File: config.mk
export PLATFORM = sky130hd
export DESIGN_NAME = vmt_ctrl
export DESIGN_NICKNAME = d
export VERILOG_FILES = /design/src/rtl/vmt_pkg.sv /design/src/rtl/vmt_ctrl.sv
export SDC_FILE = /design/constraint.sdc
export NUM_CORES = 1
export LEC_CHECK = 0
export BUFFER_PORTS_ARGS = -buffer_cell sky130_fd_sc_hd__buf_2
export CORE_MARGIN = 1
export CORE_UTILIZATION = 35
export DETAILED_ROUTE_END_ITERATION = 10
export GPL_ROUTABILITY_DRIVEN = 0
export PLACE_DENSITY = 0.69
export SYNTH_ARGS = -nofsm -noshare
export SYNTH_HDL_FRONTEND = slang
export SYNTH_SLANG_ARGS = --single-unit
File: constraint.sdc
create_clock -name clk -period 2.5 [get_ports clk]
set_input_delay 0.125 -clock clk [delete_from_list [all_inputs] [get_ports clk]]
set_output_delay 0.125 -clock clk [all_outputs]
set_load 0.02 [all_outputs]
File: src/rtl/vmt_pkg.sv
// ---------------------------------------------------------------------------
// Vector move-towards package
// Shared types and constants for the controller and the datapath.
// ---------------------------------------------------------------------------
package vmt_pkg;

  localparam logic [1:0] CMD_LOAD  = 2'd0;
  localparam logic [1:0] CMD_CHASE = 2'd1;
  localparam logic [1:0] CMD_CLAMP = 2'd2;

  localparam logic [18:0] FRAME_TIME_RESET = 19'd65536;

  // Number of root bits and quotient bits produced one per cycle.
  localparam int ROOT_STEPS = 33;
  localparam int DIV_STEPS  = 30;

  typedef enum logic [2:0] {
    ST_IDLE,
    ST_SQUARE,
    ST_ROOT,
    ST_CHECK,
    ST_DIV,
    ST_SCALE,
    ST_OUT
  } state_t;

  // Commands from the controller to the datapath.
  typedef struct packed {
    logic       load;
    logic       sq_en;
    logic       root_en;
    logic       snap;
    logic       div_init;
    logic       div_en;
    logic       scale_en;
    logic [1:0] idx;
    logic       out_load;
  } ctrl_t;

  // Status from the datapath to the controller.
  typedef struct packed {
    logic [1:0] cmd;
    logic       snap_ok;
    logic       need_div;
  } stat_t;

  // Saturate a 34-bit signed value to the signed 32-bit range.
  function automatic logic [31:0] sat32(input logic signed [33:0] v);
    logic [31:0] r;
    if (v > 34'sd2147483647) begin
      r = 32'h7FFF_FFFF;
    end else if (v < -34'sd2147483648) begin
      r = 32'h8000_0000;
    end else begin
      r = v[31:0];
    end
    return r;
  endfunction

endpackage

File: src/rtl/vmt_ctrl.sv
// ---------------------------------------------------------------------------
// Vector move-towards controller
// Sequences squares, square root, division and scaling for one item.
// ---------------------------------------------------------------------------
module vmt_ctrl import vmt_pkg::*; (
  input  logic  clk,
  input  logic  rst,
  input  logic  in_valid,
  output logic  in_ready,
  output logic  out_valid,
  input  logic  out_ready,
  input  logic [1:0] command,
  input  stat_t stat,
  output ctrl_t ctrl
);

  state_t     state, state_next;
  logic [5:0] cnt, cnt_next;
  logic       out_valid_next;

  // State, counter and result flag registers.
  always_ff @(posedge clk) begin
    if (rst) begin
      state     <= ST_IDLE;
      cnt       <= '0;
      out_valid <= 1'b0;
    end else begin
      state     <= state_next;
      cnt       <= cnt_next;
      out_valid <= out_valid_next;
    end
  end

  // Next state and datapath commands.
  always_comb begin
    state_next     = state;
    cnt_next       = cnt;
    out_valid_next = out_valid && !out_ready;
    in_ready       = 1'b0;
    ctrl           = '0;
    ctrl.idx       = cnt[1:0];
    case (state)
      ST_IDLE: begin
        in_ready = 1'b1;
        if (in_valid) begin
          ctrl.load = 1'b1;
          cnt_next  = '0;
          if (command == CMD_CHASE || command == CMD_CLAMP) begin
            state_next = ST_SQUARE;
          end else begin
            state_next = ST_OUT;
          end
        end
      end
      ST_SQUARE: begin
        ctrl.sq_en = 1'b1;
        if (cnt == 6'd2) begin
          cnt_next   = '0;
          state_next = ST_ROOT;
        end else begin
          cnt_next = cnt + 6'd1;
        end
      end
      ST_ROOT: begin
        ctrl.root_en = 1'b1;
        if (cnt == 6'(ROOT_STEPS - 1)) begin
          cnt_next   = '0;
          state_next = ST_CHECK;
        end else begin
          cnt_next = cnt + 6'd1;
        end
      end
      ST_CHECK: begin
        if (stat.snap_ok) begin
          ctrl.snap  = 1'b1;
          state_next = ST_OUT;
        end else if (stat.need_div) begin
          ctrl.div_init = 1'b1;
          state_next    = ST_DIV;
        end else begin
          state_next = ST_OUT;
        end
      end
      ST_DIV: begin
        ctrl.div_en = 1'b1;
        if (cnt == 6'(DIV_STEPS - 1)) begin
          cnt_next   = '0;
          state_next = ST_SCALE;
        end else begin
          cnt_next = cnt + 6'd1;
        end
      end
      ST_SCALE: begin
        ctrl.scale_en = 1'b1;
        if (cnt == 6'd2) begin
          cnt_next   = '0;
          state_next = ST_OUT;
        end else begin
          cnt_next = cnt + 6'd1;
        end
      end
      ST_OUT: begin
        if (!out_valid || out_ready) begin
          ctrl.out_load  = 1'b1;
          out_valid_next = 1'b1;
          state_next     = ST_IDLE;
        end
      end
      default: begin
        state_next = ST_IDLE;
      end
    endcase
  end

endmodule

* Word level (Yosys, flattened, before mapping) *
Cells that the tools add are included.

operators by class
  $add $sub $neg = 1
  equality and inequality tests = 17
  muxes and demuxes = 30
  reductions and logical operators = 10

operators by type and width
  operator             count
  $mux 3               8
  $mux 6               4
  $pmux 6 s4           1
  $pmux 3 s7           1
  $mux 1               14
  $ne 2x2->1 const B   6
  $eq 3x3->1 const B   3
  $add 6x1->6 const B  1
  $eq 3x2->1 const B   2
  $eq 6x2->1 const B   1
  $eq 6x5->1 const B   1
  $eq 6x6->1 const B   1
  $reduce_and 6->1     1
  $mux 2               2
  $reduce_bool 4->1    1
  $eq 3x1->1 const B   1
  $logic_not 3->1      1
  $eq 2x1->1 const B   1
  $eq 2x2->1 const B   1
  $logic_not 1->1      2
  $logic_or 1x1->1     2
  $reduce_and 2->1     1
  $reduce_or 2->1      1
  $logic_and 1x1->1    1

storage, ports and cells
  register bits after elaboration = 10
  bits of input ports = 10
  output and inout port bits = 12

* Depth between registers and ports, before layout *
  depth after elaboration = 5
  mapped depth = 6
  depth with buffers taken out = 6

* Worst setup path after synthesis *
Ideal clock, no wire load.

  kind = flip-flop to flip-flop
  from = register state[2]
  to = register state[0]
  data required time = 2,377 ps
  library setup time = 123 ps
  stages on the path, launching flop included = 6
  path slack = 529 ps
  arrival time = 1,848 ps
  cell sequence = dfxtp_1 -> buf_4 -> nor3b_1 -> o21ai_1 -> nand4b_4 -> mux2_1

between the ends
  word-level cells in the longest chain between the ends = 3
  elaborated cells between the ends (all ways) = 15
  classes of those cells = eq/ne: 12; mux: 1; reduce/logical: 2

RTL lines
  item                                      line            text
  from (decl)                               vmt_ctrl.sv:17  state_t state, state_next;
  from (signal assigned)                    vmt_ctrl.sv:28  state <= state_next;
  $eq 3x3->1, or another cell as far along  vmt_ctrl.sv:42  case (state)
  $ne 2x2->1 (no source line)               --
  $reduce_and 6->1 (no source line)         --

Parallel ways exist; a longest one is shown, timed or not.
A chain may end at the register's enable or synchronous reset.

* Final worst setup path *
Ends and elaborated chain as after synthesis.

==> results.txt <==
The highest clock rate is 0.512 GHz. The initial core utilization is 0.371. The number of sinks handled by clock tree synthesis came out at 10. The number of flops mapped to enable cells by yosys came out at 0. The cell sitting at the root of the clock tree is a sky130_fd_sc_hd__clkbuf_4. The worst setup path is captured at a flop. The total negative slack for setup checks is 0 ns.

In this run the static leakage power is 0.378 nW. The relative contribution of the clock network to total power is 0.122. The register bit count reported by yosys is 10. Clock latency on the worst-skew pair, taken at its later pin, is 0.26 ns. The number of nets in the final layout came out at 125. For the worst setup path, the data required time is 2.65 ns.

The worst clock skew came out at 0.00463 ns. The detailed router's first-iteration violation count came out at 8. The final setup violation count is 0. Leaving out fill and tap cells, the most frequent cells in the layout are 19 x sky130_fd_sc_hd__buf_2, 10 x sky130_fd_sc_hd__dfxtp_1, 6 x sky130_fd_sc_hd__nand2_1. Across the run, the number of max-cap violations was 0. The number of pins exceeding their max-slew limit in the final report was 0.

After clock tree synthesis, the clock-pin slew on the worst setup and hold paths is 0.07 ns. For this run, the register share of the synthesized area comes to 0.247. The worst pin sits at a relative slew slack of 0.636. Setup repair after global routing left no endpoint under its margin.

For this run the aggregate overflow at the end of global routing stands at 0. In this run the number of H-tree levels came out at 1. The number of buffers added for setup after CTS is 0. TritonCTS built the clock tree. The type of the setup path with the least slack is reg2reg. After synthesis, the netlist uses 41 different library cells.

The layout-stage area growth over the synthesis result is 13.6%. The tightest min-delay check is of the in2reg type. For this design the total switching power over the nets is 436 uW.

The full die area is 0.00252 mm^2. The worst register-to-register path begins at state[2]$_SDFFE_PP0P_. The number of gates resized after CTS is 0.

The number of global-route vias before repair came to 638. The first global-routing pass estimated 2.78 mm of wire. The die outline width is 50.2 um. At the end of the flow the core is filled with cells to 0.421. The per-instance average area after synthesis is 8.64 um^2. After floorplanning, the core was sized to cover 0.00219 mm^2. The proportion of netlist area held by the largest area contributor came out at 0.247. The internal portion of the total power is 459 uW. The largest total area in the synthesized netlist belongs to sky130_fd_sc_hd__dfxtp_1. The count of antenna diodes in the layout is 0.

The quantity of I/O buffers inserted on ports is 19. Dividing the final minimum period by the clock period gives 0.782. The post-detailed-route DRC marker count came out at 0. The share of synthesized flip-flops with an asynchronous set or reset is 0. The number of routed nets with antenna violations came out at 0. The number of vias in the routed layout came out at 703. The post-synthesis net count is 108. The run finished with clean final reports. The transition time at the pin with the least slew margin is 0.545 ns. The post-detailed-route wirelength per cell is 12.0 um. The most frequent standard cell in the layout excluding fill and tap cells is sky130_fd_sc_hd__buf_2. In this run the cell area of the synthesized design comes to 812 um^2. In this run the most critical hold path is launched from rst. The final layout contains routed wiring with a total length of 1.64 mm. The Yosys step of the flow raised 0 warnings. The number of hold buffers added after cts is 0. The chip height came out at 50.2 um. Summed over all nets, the half-perimeter wirelength after detailed placement is 1.23 mm. The arrival time of data at the critical path endpoint came out at 2.11 ns. The floorplan has 17 rows. For the finished layout, the period the worst path requires is 1.95 ns. The share of total power dissipated in combinational logic is 0.570.

The peak supply drop is 0.334 mV. In the final layout, the share of cells above drive strength 1 is 0.284. Across every metal layer, demand over resource in global routing totals 0.144. The power per cell area came out at 971 mW/mm^2. The hold violation total from the final report is 0. Synthesis produced 94 cells. The number of antenna violations at the first check in global routing was 0.

The startpoint type of the worst setup path is a flop. The number of buffers created by CTS came out at 3. In this run the worst path has a maximum fanout of 13.

The count of boundary I/O pins came out at 22. In the synthesized netlist the dominant register cell turns out to be sky130_fd_sc_hd__dfxtp_1. The number of buffers between clock root and the deepest sink came out at 2.

Sorting the synthesized cells by area gives the leading types as sky130_fd_sc_hd__dfxtp_1 25%, sky130_fd_sc_hd__ha_1 6.2%, sky130_fd_sc_hd__xor2_1 4.3%. In this run the worst setup path begins at state[2]$_SDFFE_PP0P_. Entering global routing, the biggest net connects 18 pins. Of the total power, registers draw 0.308. The detailed-routing iteration count for the pre-antenna-repair pass is 4. In the routed layout, each cell is associated on average with a via count of 5.13. The proportion of total power due to net switching came out at 0.487.
-- sequential cells by signal (all words and copies together), names as in the netlist --
register,cells
cnt,6
state,3
out_valid,1
-- worst max-delay path, stage by stage (launching register included) --
cell and delay (ns):
sky130_fd_sc_hd__dfxtp_1 0.44, sky130_fd_sc_hd__or4_1 0.76, sky130_fd_sc_hd__o221a_4 0.21, sky130_fd_sc_hd__nand4b_4 0.11, sky130_fd_sc_hd__mux2_1 0.32
-- cells by family (layout without fill, tap and decap cells) --
family / count (synthesis) / count (layout) / synth area share
AOI/OAI and AO/OA: 21 / 21 / 0.214
xor gates and xnor gates: 6 / 6 / 0.0647
adders and majority gates: 4 / 4 / 0.0616
buffers and inverters: 12 / 27 / 0.0755
DFF: 10 / 10 / 0.247
muxes: 1 / 1 / 0.0139
and+or+nand+nor: 40 / 40 / 0.324
-- cell type report --
type	count	area, um^2
Clock buffer	3	22.5
Tap cell	28	35.0
Fill cell	217	1270
Sequential cell	10	200
Timing Repair Buffer	19	95.1
Inverter	5	18.8
Multi-Input combinational cell	72	551
-- power by group through the flow --
stage / sequential (mW) / clock, mW / combinational (mW)
after floorplan: 0.226 / 0 / 0.474
after global placement: 0.274 / 0 / 0.508
after detailed placement: 0.278 / 0 / 0.513
after CTS: 0.274 / 0.115 / 0.515
after global routing: 0.284 / 0.125 / 0.569
final: 0.276 / 0.109 / 0.510
-- synthesized netlist by cell type (2+ instances only) --
master and n:
sky130_fd_sc_hd__ha_1 4, sky130_fd_sc_hd__nand4_1 2, sky130_fd_sc_hd__nor3b_1 3, sky130_fd_sc_hd__buf_4 4, sky130_fd_sc_hd__and2_1 4, sky130_fd_sc_hd__a21oi_1 5, sky130_fd_sc_hd__xnor2_1 2, sky130_fd_sc_hd__nand3_1 3
sky130_fd_sc_hd__inv_1 5, sky130_fd_sc_hd__nand2b_1 2, sky130_fd_sc_hd__nor2b_1 5, sky130_fd_sc_hd__nand2_1 6, sky130_fd_sc_hd__dfxtp_1 10, sky130_fd_sc_hd__clkbuf_1 2, sky130_fd_sc_hd__and3_1 3, sky130_fd_sc_hd__xor2_1 4
sky130_fd_sc_hd__nor2_1 2, sky130_fd_sc_hd__o21ai_2 2, sky130_fd_sc_hd__a211oi_1 4
-- layer usage --
metal  up-vias  GRT usage  wire, um
met3         4     0.0394        54
met4         0     0.0667        25
met2        10      0.227       789
li1        370          -         -
met1       319      0.179       774
met5         -          0         0
-- worst paths after layout --
check	end	slack [ns]	depth (start not counted)
worst max-delay path	state[0]$_SDFFE_PP0P_	0.55	4
worst min-delay path	cnt[0]$_SDFFE_PP0P_	0.18	2
worst max register to register	state[0]$_SDFFE_PP0P_	0.55	4
worst min register to register	cnt[1]$_SDFFE_PP0P_	0.56	2
-- stage by stage --
step / worst slack [ns] / hold slack, ns / std cells / instance area (um^2) / power [mW]
floorplan: 0.529 / 0.320 / 94 / 812 / 0.701
global placement: 0.576 / 0.463 / 134 / 900 / 0.782
detailed placement: 0.559 / 0.461 / 134 / 900 / 0.791
CTS: 0.549 / 0.188 / 137 / 922 / 0.904
global route: 0.459 / 0.188 / 137 / 922 / 0.978
finish: 0.546 / 0.185 / 137 / 922 / 0.895
No activity file was read; power rests on OpenSTA's default activity.
